<file path="src/sv/vgmpsg_pkg.sv">
// shared types and constants of the vgm command stream parser
package vgmpsg_pkg;

  // command opcodes
  localparam logic [7:0] OP_WRITE     = 8'hA0;
  localparam logic [7:0] OP_WAIT      = 8'h61;
  localparam logic [7:0] OP_WAIT_NTSC = 8'h62;
  localparam logic [7:0] OP_WAIT_PAL  = 8'h63;
  localparam logic [7:0] OP_END       = 8'h66;
  localparam logic [7:0] OP_SHORT_MSK = 8'hF0;
  localparam logic [7:0] OP_SHORT     = 8'h70;
  localparam logic [7:0] SHORT_N_MSK  = 8'h0F;

  // frame lengths in samples
  localparam int unsigned LEN_W     = 16;
  localparam logic [LEN_W-1:0] LEN_NTSC  = 16'd735;
  localparam logic [LEN_W-1:0] LEN_PAL   = 16'd882;
  localparam logic [LEN_W-1:0] SPF_RESET = 16'd882;

  // divider: dividend is residual plus wait, one bit more than a length
  localparam int unsigned DIV_STEPS = LEN_W + 1;
  localparam int unsigned DIV_CNT_W = $clog2(DIV_STEPS);
  localparam logic [DIV_CNT_W-1:0] DIV_LAST = DIV_CNT_W'(DIV_STEPS - 1);

  // result status codes
  localparam logic [1:0] ST_OK  = 2'd0;
  localparam logic [1:0] ST_END = 2'd1;
  localparam logic [1:0] ST_UNK = 2'd2;

  typedef enum logic [2:0] {
    PH_OPCODE,
    PH_ADDR,
    PH_DATA,
    PH_WLO,
    PH_WHI
  } phase_t;

  typedef enum logic [1:0] {
    OVR_NONE,
    OVR_735,
    OVR_882
  } ovr_t;

  typedef enum logic [2:0] {
    CS_IDLE,
    CS_DECODE,
    CS_DIVIDE,
    CS_FINISH,
    CS_DELIVER
  } ctrl_state_t;

  // controller to datapath
  typedef struct packed {
    logic accept;
    logic decode;
    logic div_step;
    logic finish;
    logic load_out;
  } dp_cmd_t;

  // datapath to controller
  typedef struct packed {
    logic is_wait;
    logic div_last;
    logic out_free;
  } dp_stat_t;

endpackage

</file>
<file path="src/sv/vgm_psg_command_parser.sv">
// Top level of the VGM command stream parser. One command byte is taken per
// in transaction and every byte yields exactly one out transaction. A byte
// that finishes a wait (61 hi, 62, 63, 7n) passes through the 17-step
// restoring divider that splits residual plus wait into whole frames and a
// new residual; other bytes go from decode straight to delivery. A finished
// result waits in the output register, so the next byte is taken while it is
// still unread. After opcode 66 or an unknown opcode the block halts and
// answers every further byte with that status until reset. samples_per_frame
// is written through the cfg port; the user must write it only while the
// block is idle, which the block does not enforce; a value of 0 counts as 1.
module vgm_psg_command_parser (
  input  logic        clk,
  input  logic        rst_n,
  input  logic        in_valid,
  output logic        in_ready,
  input  logic [7:0]  in_cmd_byte,
  output logic        out_valid,
  input  logic        out_ready,
  output logic        out_write_valid,
  output logic [7:0]  out_reg_addr,
  output logic [7:0]  out_reg_data,
  output logic [15:0] out_frames_done,
  output logic [1:0]  out_status,
  input  logic        cfg_valid,
  output logic        cfg_ready,
  input  logic [15:0] cfg_samples_per_frame
);
  import vgmpsg_pkg::*;

  dp_cmd_t  cmd;
  dp_stat_t stat;

  // configuration writes are always taken
  assign cfg_ready = 1'b1;

  // controller
  vgmpsg_ctrl u_ctrl (
    .clk      (clk),
    .rst_n    (rst_n),
    .in_valid (in_valid),
    .in_ready (in_ready),
    .stat     (stat),
    .cmd      (cmd)
  );

  // datapath
  vgmpsg_dp u_dp (
    .clk                   (clk),
    .rst_n                 (rst_n),
    .cmd                   (cmd),
    .stat                  (stat),
    .in_cmd_byte           (in_cmd_byte),
    .cfg_valid             (cfg_valid),
    .cfg_samples_per_frame (cfg_samples_per_frame),
    .out_valid             (out_valid),
    .out_ready             (out_ready),
    .out_write_valid       (out_write_valid),
    .out_reg_addr          (out_reg_addr),
    .out_reg_data          (out_reg_data),
    .out_frames_done       (out_frames_done),
    .out_status            (out_status)
  );

endmodule

</file>
<file path="src/sv/vgmpsg_ctrl.sv">
// controller state machine: sequences accept, decode, divide and delivery
module vgmpsg_ctrl (
  input  logic                clk,
  input  logic                rst_n,
  input  logic                in_valid,
  output logic                in_ready,
  input  vgmpsg_pkg::dp_stat_t stat,
  output vgmpsg_pkg::dp_cmd_t  cmd
);
  import vgmpsg_pkg::*;

  ctrl_state_t state_r, state_nxt;

  // state register
  always_ff @(posedge clk) begin
    if (!rst_n) begin
      state_r <= CS_IDLE;
    end else begin
      state_r <= state_nxt;
    end
  end

  // next state
  always_comb begin
    state_nxt = state_r;
    unique case (state_r)
      CS_IDLE: begin
        if (in_valid) state_nxt = CS_DECODE;
      end
      CS_DECODE: begin
        state_nxt = stat.is_wait ? CS_DIVIDE : CS_DELIVER;
      end
      CS_DIVIDE: begin
        if (stat.div_last) state_nxt = CS_FINISH;
      end
      CS_FINISH: begin
        state_nxt = CS_DELIVER;
      end
      CS_DELIVER: begin
        if (stat.out_free) state_nxt = CS_IDLE;
      end
      default: begin
        state_nxt = CS_IDLE;
      end
    endcase
  end

  // outputs
  always_comb begin
    cmd      = '0;
    in_ready = 1'b0;
    unique case (state_r)
      CS_IDLE: begin
        in_ready   = 1'b1;
        cmd.accept = in_valid;
      end
      CS_DECODE: begin
        cmd.decode = 1'b1;
      end
      CS_DIVIDE: begin
        cmd.div_step = 1'b1;
      end
      CS_FINISH: begin
        cmd.finish = 1'b1;
      end
      CS_DELIVER: begin
        cmd.load_out = stat.out_free;
      end
      default: begin
        cmd = '0;
      end
    endcase
  end

endmodule

</file>
<file path="src/sv/vgmpsg_dp.sv">
// datapath: parse state, frame residual, restoring divider and output register
module vgmpsg_dp (
  input  logic                clk,
  input  logic                rst_n,
  input  vgmpsg_pkg::dp_cmd_t  cmd,
  output vgmpsg_pkg::dp_stat_t stat,
  input  logic [7:0]          in_cmd_byte,
  input  logic                cfg_valid,
  input  logic [15:0]         cfg_samples_per_frame,
  output logic                out_valid,
  input  logic                out_ready,
  output logic                out_write_valid,
  output logic [7:0]          out_reg_addr,
  output logic [7:0]          out_reg_data,
  output logic [15:0]         out_frames_done,
  output logic [1:0]          out_status
);
  import vgmpsg_pkg::*;

  // parse state
  logic [7:0]       byte_r;
  phase_t           phase_r, phase_nxt;
  logic [7:0]       addr_r, addr_nxt;
  logic [7:0]       wlo_r, wlo_nxt;
  logic [LEN_W-1:0] resid_r, resid_nxt;
  ovr_t             ovr_r, ovr_nxt;
  logic             halted_r, halted_nxt;
  logic [1:0]       halt_code_r, halt_code_nxt;
  logic [LEN_W-1:0] spf_r;

  // pending result
  logic             res_wv_r, res_wv_nxt;
  logic [7:0]       res_ra_r, res_ra_nxt;
  logic [7:0]       res_rd_r, res_rd_nxt;
  logic [15:0]      res_fd_r, res_fd_nxt;
  logic [1:0]       res_st_r, res_st_nxt;

  // divider
  logic [LEN_W-1:0]     div_rem_r, div_rem_nxt;
  logic [DIV_STEPS-1:0] div_quo_r, div_quo_nxt;
  logic [LEN_W-1:0]     div_den_r, div_den_nxt;
  logic [DIV_CNT_W-1:0] div_cnt_r, div_cnt_nxt;

  // output register
  logic        out_valid_r, out_valid_nxt;
  logic        out_wv_r;
  logic [7:0]  out_ra_r, out_rd_r;
  logic [15:0] out_fd_r;
  logic [1:0]  out_st_r;

  logic             is_wait;
  logic [LEN_W-1:0] wait_n;
  logic [LEN_W-1:0] frame_len;
  logic [DIV_STEPS-1:0] div_shift;
  logic                 div_ge;

  // command decode of the latched byte
  always_comb begin
    phase_nxt     = phase_r;
    addr_nxt      = addr_r;
    wlo_nxt       = wlo_r;
    ovr_nxt       = ovr_r;
    halted_nxt    = halted_r;
    halt_code_nxt = halt_code_r;
    res_wv_nxt    = 1'b0;
    res_ra_nxt    = '0;
    res_rd_nxt    = '0;
    res_st_nxt    = ST_OK;
    is_wait       = 1'b0;
    wait_n        = '0;
    if (halted_r) begin
      res_st_nxt = halt_code_r;
    end else begin
      unique case (phase_r)
        PH_ADDR: begin
          addr_nxt  = byte_r;
          phase_nxt = PH_DATA;
        end
        PH_DATA: begin
          res_wv_nxt = 1'b1;
          res_ra_nxt = addr_r;
          res_rd_nxt = byte_r;
          phase_nxt  = PH_OPCODE;
        end
        PH_WLO: begin
          wlo_nxt   = byte_r;
          phase_nxt = PH_WHI;
        end
        PH_WHI: begin
          is_wait   = 1'b1;
          wait_n    = {byte_r, wlo_r};
          phase_nxt = PH_OPCODE;
        end
        default: begin
          phase_nxt = PH_OPCODE;
          if (byte_r == OP_WRITE) begin
            phase_nxt = PH_ADDR;
          end else if (byte_r == OP_WAIT) begin
            phase_nxt = PH_WLO;
          end else if (byte_r == OP_WAIT_NTSC) begin
            ovr_nxt = OVR_735;
            is_wait = 1'b1;
            wait_n  = LEN_NTSC;
          end else if (byte_r == OP_WAIT_PAL) begin
            ovr_nxt = OVR_882;
            is_wait = 1'b1;
            wait_n  = LEN_PAL;
          end else if (byte_r == OP_END) begin
            halted_nxt    = 1'b1;
            halt_code_nxt = ST_END;
            res_st_nxt    = ST_END;
          end else if ((byte_r & OP_SHORT_MSK) == OP_SHORT) begin
            is_wait = 1'b1;
            wait_n  = LEN_W'(byte_r & SHORT_N_MSK) + LEN_W'(1);
          end else begin
            halted_nxt    = 1'b1;
            halt_code_nxt = ST_UNK;
            res_st_nxt    = ST_UNK;
          end
        end
      endcase
    end
  end

  // frame length after this byte's override, zero treated as one
  always_comb begin
    unique case (ovr_nxt)
      OVR_735: frame_len = LEN_NTSC;
      OVR_882: frame_len = LEN_PAL;
      default: frame_len = (spf_r == '0) ? LEN_W'(1) : spf_r;
    endcase
  end

  // restoring divider, one quotient bit per step
  always_comb begin
    div_shift   = {div_rem_r, div_quo_r[DIV_STEPS-1]};
    div_ge      = (div_shift >= {1'b0, div_den_r});
    div_rem_nxt = div_rem_r;
    div_quo_nxt = div_quo_r;
    div_den_nxt = div_den_r;
    div_cnt_nxt = div_cnt_r;
    if (cmd.decode) begin
      div_rem_nxt = '0;
      div_quo_nxt = {1'b0, resid_r} + {1'b0, wait_n};
      div_den_nxt = frame_len;
      div_cnt_nxt = '0;
    end else if (cmd.div_step) begin
      div_rem_nxt = div_ge ? LEN_W'(div_shift - {1'b0, div_den_r}) : div_shift[LEN_W-1:0];
      div_quo_nxt = {div_quo_r[DIV_STEPS-2:0], div_ge};
      div_cnt_nxt = div_cnt_r + DIV_CNT_W'(1);
    end
  end

  // residual and frame count land when the divide finishes
  always_comb begin
    resid_nxt  = resid_r;
    res_fd_nxt = res_fd_r;
    if (cmd.decode) begin
      res_fd_nxt = '0;
    end else if (cmd.finish) begin
      resid_nxt  = div_rem_r;
      res_fd_nxt = div_quo_r[15:0];
    end
  end

  // output register handshake
  always_comb begin
    out_valid_nxt = out_valid_r;
    if (cmd.load_out) begin
      out_valid_nxt = 1'b1;
    end else if (out_ready) begin
      out_valid_nxt = 1'b0;
    end
  end

  // control state
  always_ff @(posedge clk) begin
    if (!rst_n) begin
      phase_r     <= PH_OPCODE;
      addr_r      <= '0;
      wlo_r       <= '0;
      resid_r     <= '0;
      ovr_r       <= OVR_NONE;
      halted_r    <= 1'b0;
      halt_code_r <= ST_OK;
      spf_r       <= SPF_RESET;
      out_valid_r <= 1'b0;
    end else begin
      if (cmd.decode) begin
        phase_r     <= phase_nxt;
        addr_r      <= addr_nxt;
        wlo_r       <= wlo_nxt;
        ovr_r       <= ovr_nxt;
        halted_r    <= halted_nxt;
        halt_code_r <= halt_code_nxt;
      end
      resid_r <= resid_nxt;
      if (cfg_valid) begin
        spf_r <= cfg_samples_per_frame;
      end
      out_valid_r <= out_valid_nxt;
    end
  end

  // divider counter
  always_ff @(posedge clk) begin
    if (!rst_n) begin
      div_cnt_r <= '0;
    end else begin
      div_cnt_r <= div_cnt_nxt;
    end
  end

  // payload registers
  always_ff @(posedge clk) begin
    if (cmd.accept) begin
      byte_r <= in_cmd_byte;
    end
    if (cmd.decode) begin
      res_wv_r <= res_wv_nxt;
      res_ra_r <= res_ra_nxt;
      res_rd_r <= res_rd_nxt;
      res_st_r <= res_st_nxt;
    end
    res_fd_r  <= res_fd_nxt;
    div_rem_r <= div_rem_nxt;
    div_quo_r <= div_quo_nxt;
    div_den_r <= div_den_nxt;
    if (cmd.load_out) begin
      out_wv_r <= res_wv_r;
      out_ra_r <= res_ra_r;
      out_rd_r <= res_rd_r;
      out_fd_r <= res_fd_r;
      out_st_r <= res_st_r;
    end
  end

  // status to the controller
  assign stat.is_wait  = is_wait;
  assign stat.div_last = (div_cnt_r == DIV_LAST);
  assign stat.out_free = !out_valid_r || out_ready;

  assign out_valid       = out_valid_r;
  assign out_write_valid = out_wv_r;
  assign out_reg_addr    = out_ra_r;
  assign out_reg_data    = out_rd_r;
  assign out_frames_done = out_fd_r;
  assign out_status      = out_st_r;

endmodule

</file>
<file path="config.mk">
export PLATFORM = sky130hd
export DESIGN_NAME = vgm_psg_command_parser
export DESIGN_NICKNAME = d
export VERILOG_FILES = /design/src/sv/vgmpsg_pkg.sv /design/src/sv/vgm_psg_command_parser.sv /design/src/sv/vgmpsg_ctrl.sv /design/src/sv/vgmpsg_dp.sv
export SDC_FILE = /design/constraint.sdc
export NUM_CORES = 1
export LEC_CHECK = 0
export ABC_AREA = 1
export BUFFER_PORTS_ARGS = -buffer_cell sky130_fd_sc_hd__buf_2
export CAP_MARGIN = 5
export CORE_MARGIN = 2
export CORE_UTILIZATION = 30
export CTS_CLUSTER_SIZE = 16
export DETAILED_ROUTE_END_ITERATION = 7
export PLACE_DENSITY = 0.55
export SLEW_MARGIN = 20
export SYNTH_ARGS = -nofsm -noshare
export SYNTH_HDL_FRONTEND = slang
export SYNTH_SLANG_ARGS = --single-unit
</file>
<file path="constraint.sdc">
create_clock -name clk -period 6.2 [get_ports clk]
set_clock_uncertainty 0.1 [all_clocks]
set_input_delay 0.62 -clock clk [delete_from_list [all_inputs] [get_ports clk]]
set_output_delay 0.62 -clock clk [all_outputs]
set_load 0.01 [all_outputs]
</file>
Yosys cells after proc, flatten, opt, wreduce, memory -nomap -nowiden:

Cells that the tools add are included.

* register bits after elaboration: 192
* bits in latches: 0
* RAM bits: 0
* ROM bits: 0
* input bits: 29
* output and inout port bits: 38
* memories kept: 0

* add/sub/neg operators: 4
* $mul: 0
* divide/modulo/power cells: 0
* $lt $le $gt $ge: 1
* equal/unequal tests: 21
* shift-type cells: 0
* muxes and demuxes: 62
* bitwise logic cells: 9
* reductions and logical operators: 17

Operators by type and width (count)
* $mux W16: 9
* $pmux W16 S2: 2
* $mux W17: 2
* $mux W2: 17
* $eq A8 B7 Y1 const B: 4
* $mux W1: 24
* $add A16 B16 Y17: 1
* $ge A17 B16 Y1: 1
* $logic_not A16 Y1: 1
* $sub A16 B16 Y16: 1
* $mux W3: 5
* $pmux W3 S5: 1
* $eq A3 B2 Y1 const B: 4
* $not A1 Y1: 9
* $pmux W3 S3: 1
* $reduce_and A3 Y1: 3
* $eq A8 B8 Y1 const B: 1
* $reduce_and A8 Y1: 1
* $eq A3 B1 Y1 const B: 2
* $eq A3 B3 Y1 const B: 2
* $reduce_or A2 Y1: 3
* $add A4 B1 Y5 const B: 1
* $add A5 B1 Y5 const B: 1
* $eq A5 B5 Y1 const B: 1
* 13 further kinds: 17

Longest topological paths before layout:

* word-level depth: 11
* gate-level depth with buffers: 20

Cells and area by module:

Synthesis repeated with hierarchy kept, for this count alone.

* cells, all modules: 1131
* area total of the unflattened synthesis: 9466.6 µm²

By module, submodules not included
* vgmpsg_dp: instances 1, cells each 1098, area an instance 9265.1 µm²
* vgmpsg_ctrl: instances 1, cells each 31, area an instance 190.2 µm²
* vgm_psg_command_parser: instances 1, cells each 2, area an instance 11.3 µm²

Least setup slack after synthesis:

No wires, ideal clock.

* kind: input to register
* from: input port out_ready
* to: register u_dp.out_fd_r[0] (netlist: u_dp.out_frames_done[0]) (enable)
* data arrival time: 4.014 ns
* slack: 1.571 ns
* stages: 2
* cell sequence: nor2_1 -> nor4_1

RTL lines
* start: declaration: line vgm_psg_command_parser.sv:18 `input logic out_ready,`
* end signal: assignment: line vgmpsg_dp.sv:233 `out_fd_r <= res_fd_r;`
* end: declaration: line vgmpsg_dp.sv:48 `logic [15:0] out_fd_r;`

Worst setup path in the final report:

* from: register u_dp.byte_r[0]
* to: register u_dp.div_quo_r[14], data pin

* longest elaborated chain between the ends: 11

RTL lines
* start: declaration: line vgmpsg_dp.sv:21 `logic [7:0] byte_r;`
* start signal: assignment: line vgmpsg_dp.sv:217 `byte_r <= in_cmd_byte;`
* $add A4 B1 Y5: line vgmpsg_dp.sv:114 `wait_n = LEN_W'(byte_r & SHORT_N_MSK) + LEN_W'(1);`
* $mux W16: line vgmpsg_dp.sv:112 `end else if ((byte_r & OP_SHORT_MSK) == OP_SHORT) begin`
* $mux W16: line vgmpsg_dp.sv:108 `end else if (byte_r == OP_END) begin`
* $mux W16: line vgmpsg_dp.sv:104 `end else if (byte_r == OP_WAIT_PAL) begin`
* $mux W16: line vgmpsg_dp.sv:100 `end else if (byte_r == OP_WAIT_NTSC) begin`
* $mux W16: line vgmpsg_dp.sv:98 `end else if (byte_r == OP_WAIT) begin`
* $mux W16: line vgmpsg_dp.sv:96 `if (byte_r == OP_WRITE) begin`
* $pmux W16 S2 (*): line vgmpsg_dp.sv:74 `unique case (phase_r)`
* $mux W16 (*): line vgmpsg_dp.sv:71 `if (halted_r) begin`
* $add A16 B16 Y17 (*): line vgmpsg_dp.sv:144 `div_quo_nxt = {1'b0, resid_r} + {1'b0, wait_n};`
* $mux W17 (*): line vgmpsg_dp.sv:142 `if (cmd.decode) begin`
* via u_dp.div_quo_nxt[14]: line vgmpsg_dp.sv:40 `logic [DIV_STEPS-1:0] div_quo_r, div_quo_nxt;`
* end signal: assignment: line vgmpsg_dp.sv:227 `div_quo_r <= div_quo_nxt;`
* end: declaration: line vgmpsg_dp.sv:40

Mark *: on every way through the listed nets, which the timed path passes. The rest lies on a longest branch.
A chain may end at the register's enable or synchronous reset.

==> out/metrics.csv <==
metric,value,unit
die_h,181.5,µm
io_buffers,65,
setup_viol,0,
worstSkewPairLatency,450,ps
r2r_start,u_dp.byte_r[0],
cp_cell_sequence,inv_1 > ha_1 > inv_1 > nor2_1 > nand2_1 > inv_2 > nor2_1 > nand2_1 > o22ai_1 > nor2_1 > inv_1 > fa_1 > o21ai_0 > nand2_1 > nand2_1 > nand3_1 > nand2_1 > nand2_1 > nand3_1 > nand2_1,
initial_core_util,30.65,%
area_delta_synth_final,14.07,%
cts_sinks,192,
critPathCaptureType,flip-flop,
grt_antenna_before_repair,0,
seq_area_frac_synth,50.73,%
design_area,10780,µm²
dp_hpwl,16840,µm
post-route-min-period,3629,ps
gr-total-overflow,0,
synth-seq-cells,192,
wire_per_inst,14.06,µm
crit_required,6300,ps
clkPwrFrac,41.0,%
yosysWarnings,0,
first_pass_iters,5,
numCtsBuffers,17,
yosys-top-cells-count,"244 x nand2_1, 157 x inv_1, 98 x nor2_1, 97 x dfxtp_1, 95 x edfxtp_1",
cp_data_arrival_time,3730,ps
ant_nets,0,
finalHoldWorstSlack,251.5,ps
final_layout_size_suffix_gt1_share,13.74,%
drc_errors,0,
final_util,34.97,%
place_ws,2672,ps
nFillCells,3191,
slew-limit-headroom,37.14,%
ios,67,
crit_family,simple AND/OR/NAND/NOR gates,
cts_tree,built,
slew_violations,0,
grt_max_degree,57,
gp_congestion,0.8544,
clkTransAtPathRegs,90,ps
final.period_utilization,58.53,%
synth_async_sr_flop_share,0,%
antenna_cells,0,
rows,64,
yosys.area.top_type,edfxtp_1,
synth_area_leaders,"edfxtp_1 30%, dfxtp_1 21%, nand2_1 9.7%",
synth_top_cell_area_share,30.19,%
cts-resized-gates,0,
rsz0062_at_grt,no,
drt-vias-per-instance,4.603,
startpoint,u_dp.byte_r[0],
total_power,2.759,mW
die_width,181.5,µm
crit_fanout,7,
first_iter_violations,501,
hold_class,input port to flip-flop,
grt_pass1_vias,7263,
synth_nets,1193,
clk_path_buf_depth,2,
cp.depth,20,
layout.cells.non_filler,1590,
htreeDepth,4,
finalWirelength,22350,µm
p_per_area,255.9,nW/µm²
synth_ff_type,dfxtp_1,
nets,1252,
synth_edf_count,95,
internal_power,2.003,mW
peakVddDrop,0.0001754,V
synthMostInstantiatedCell,nand2_1,
synth_area_per_cell,8.423,µm²
path_common_cell,nand2_1,
core_area,30830,µm²
cp-start-kind,flip-flop,
power_frac_seq,51.1,%
setup_ws,2571,ps
grt_pass1_wl,36830,µm
reg2regPathDepth,20,
place_area,10160,µm²
netlist_area,9450,µm²
ys_types,44,
p_switching,0.7555,mW
fmax,275.6,MHz
hold_viol,0,
cap_violations,0,
die-area,32940,µm²
critPathMaxStageDelay,520,ps
swShare,27.38,%
fin_setup_tns,0,ps
clockRootBuffer,clkbuf_16,
place_inst,1558,
r2r-end,u_dp.div_quo_r[14],
crit_path_end,u_dp.div_quo_r[14],
cpMaxStageDelayCell,o21ai_0,
pwr-share-comb,7.9,%
postCtsHoldBufs,0,
postCtsSetupRepairBufs,0,
grt.total_usage,14.13,%
tightest_slew,940.6,ps
path_class,flip-flop to flip-flop,
vias,7319,
r2r_setup_slack,2570,ps
status,"complete, no violations",
path_buf_inv,4,
syn-instance-count,1122,
p_leak,4.829,nW
-- power groups by stage --
stage          Sequential (mW)  Clock, mW  Combinational [mW]
6_report                  1.41       1.13               0.219
2_1_floorplan             1.44          0               0.148
3_5_place_dp              1.44          0               0.220
4_1_cts                   1.41       1.16               0.221
3_3_place_gp              1.44          0               0.219
5_1_grt                   1.42       1.21               0.250
-- cell usage in the layout (no fill, tap or decap), types with 10 or more instances in the layout --
cell type  Yosys  layout
a21oi_1       81      81
ha_1          40      40
nor2_1        98      97
nand3_1       57      57
edfxtp_1      95      95
inv_2         12      12
nand3_2       11      11
buf_2          6      65
nand4_1       10      10
nor3_1        12      12
nand2_2       21      21
clkbuf_16      0      17
nand2_1      244     244
dfxtp_1       97      97
inv_1        157     157
o21ai_0       90      90
-- layout make-up --
cell class / instances / area, µm² / share of cell area [%]
tap: 396 / 495.5 / 4.596
multi-input combinational: 731 / 3875 / 35.94
clock buffer: 17 / 425.4 / 3.946
clock inverter: 15 / 192.7 / 1.787
sequential: 192 / 4795 / 44.48
timing repair buffer: 70 / 362.8 / 3.366
inverter: 169 / 634.4 / 5.884
-- worst reg2reg max path: stages (launching register included) --
cell and delay [ps]:
edfxtp_1 460, inv_1 250, ha_1 190, inv_1 40
nor2_1 130, nand2_1 130, inv_2 100, nor2_1 80
nand2_1 70, o22ai_1 60, nor2_1 140, inv_1 80
fa_1 430, o21ai_0 520, nand2_1 110, nand2_1 170
nand3_1 110, nand2_1 70, nand2_1 50, nand3_1 60
nand2_1 50
-- kinds of logic after synthesis --
group / share of synthesized area (%)
and+or+nand+nor: 22.75
AOI/OAI and AO/OA: 11.20
adders and majority gates: 5.720
other: 0.03968
xor gates and xnor gates: 1.205
buffers and inverters: 8.354
DFF: 50.73
-- sequential cells by signal, indices dropped and copies added (netlist names), 8 cells and up --
name,cells
u_dp.spf_r,16
u_dp.byte_r,8
u_dp.div_rem_r,16
u_dp.addr_r,8
u_dp.res_rd_r,8
u_dp.res_fd_r,16
u_dp.wlo_r,8
u_dp.out_reg_addr,8
u_dp.out_frames_done,16
u_dp.div_den_r,16
u_dp.div_quo_r,17
u_dp.resid_r,16
u_dp.res_ra_r,8
u_dp.out_reg_data,8
-- layer usage --
layer | wire (µm) | global-route usage [%] | part of all wire, %
met5 | 0 | 0 | 0
met4 | 191 | 3.447 | 0.85
met3 | 607 | 2.266 | 2.7
met2 | 10170 | 23.36 | 46
met1 | 11380 | 19.34 | 51
-- how the worst min path moves through the flow --
stage | cells after the start | end | start | slack, ps
2_1_floorplan | 0 | u_dp.out_reg_addr[0] | u_dp.res_ra_r[0] | 300
3_3_place_gp | 0 | u_dp.out_reg_addr[5] | u_dp.res_ra_r[5] | 300
3_5_place_dp | 0 | u_dp.out_reg_data[2] | u_dp.res_rd_r[2] | 310
4_1_cts | 1 | u_dp.byte_r[6] | in_cmd_byte[6] | 240
5_1_grt | 1 | u_dp.byte_r[6] | in_cmd_byte[6] | 230
6_report | 1 | u_dp.byte_r[6] | in_cmd_byte[6] | 250
Power figures use the tool's default switching activity.
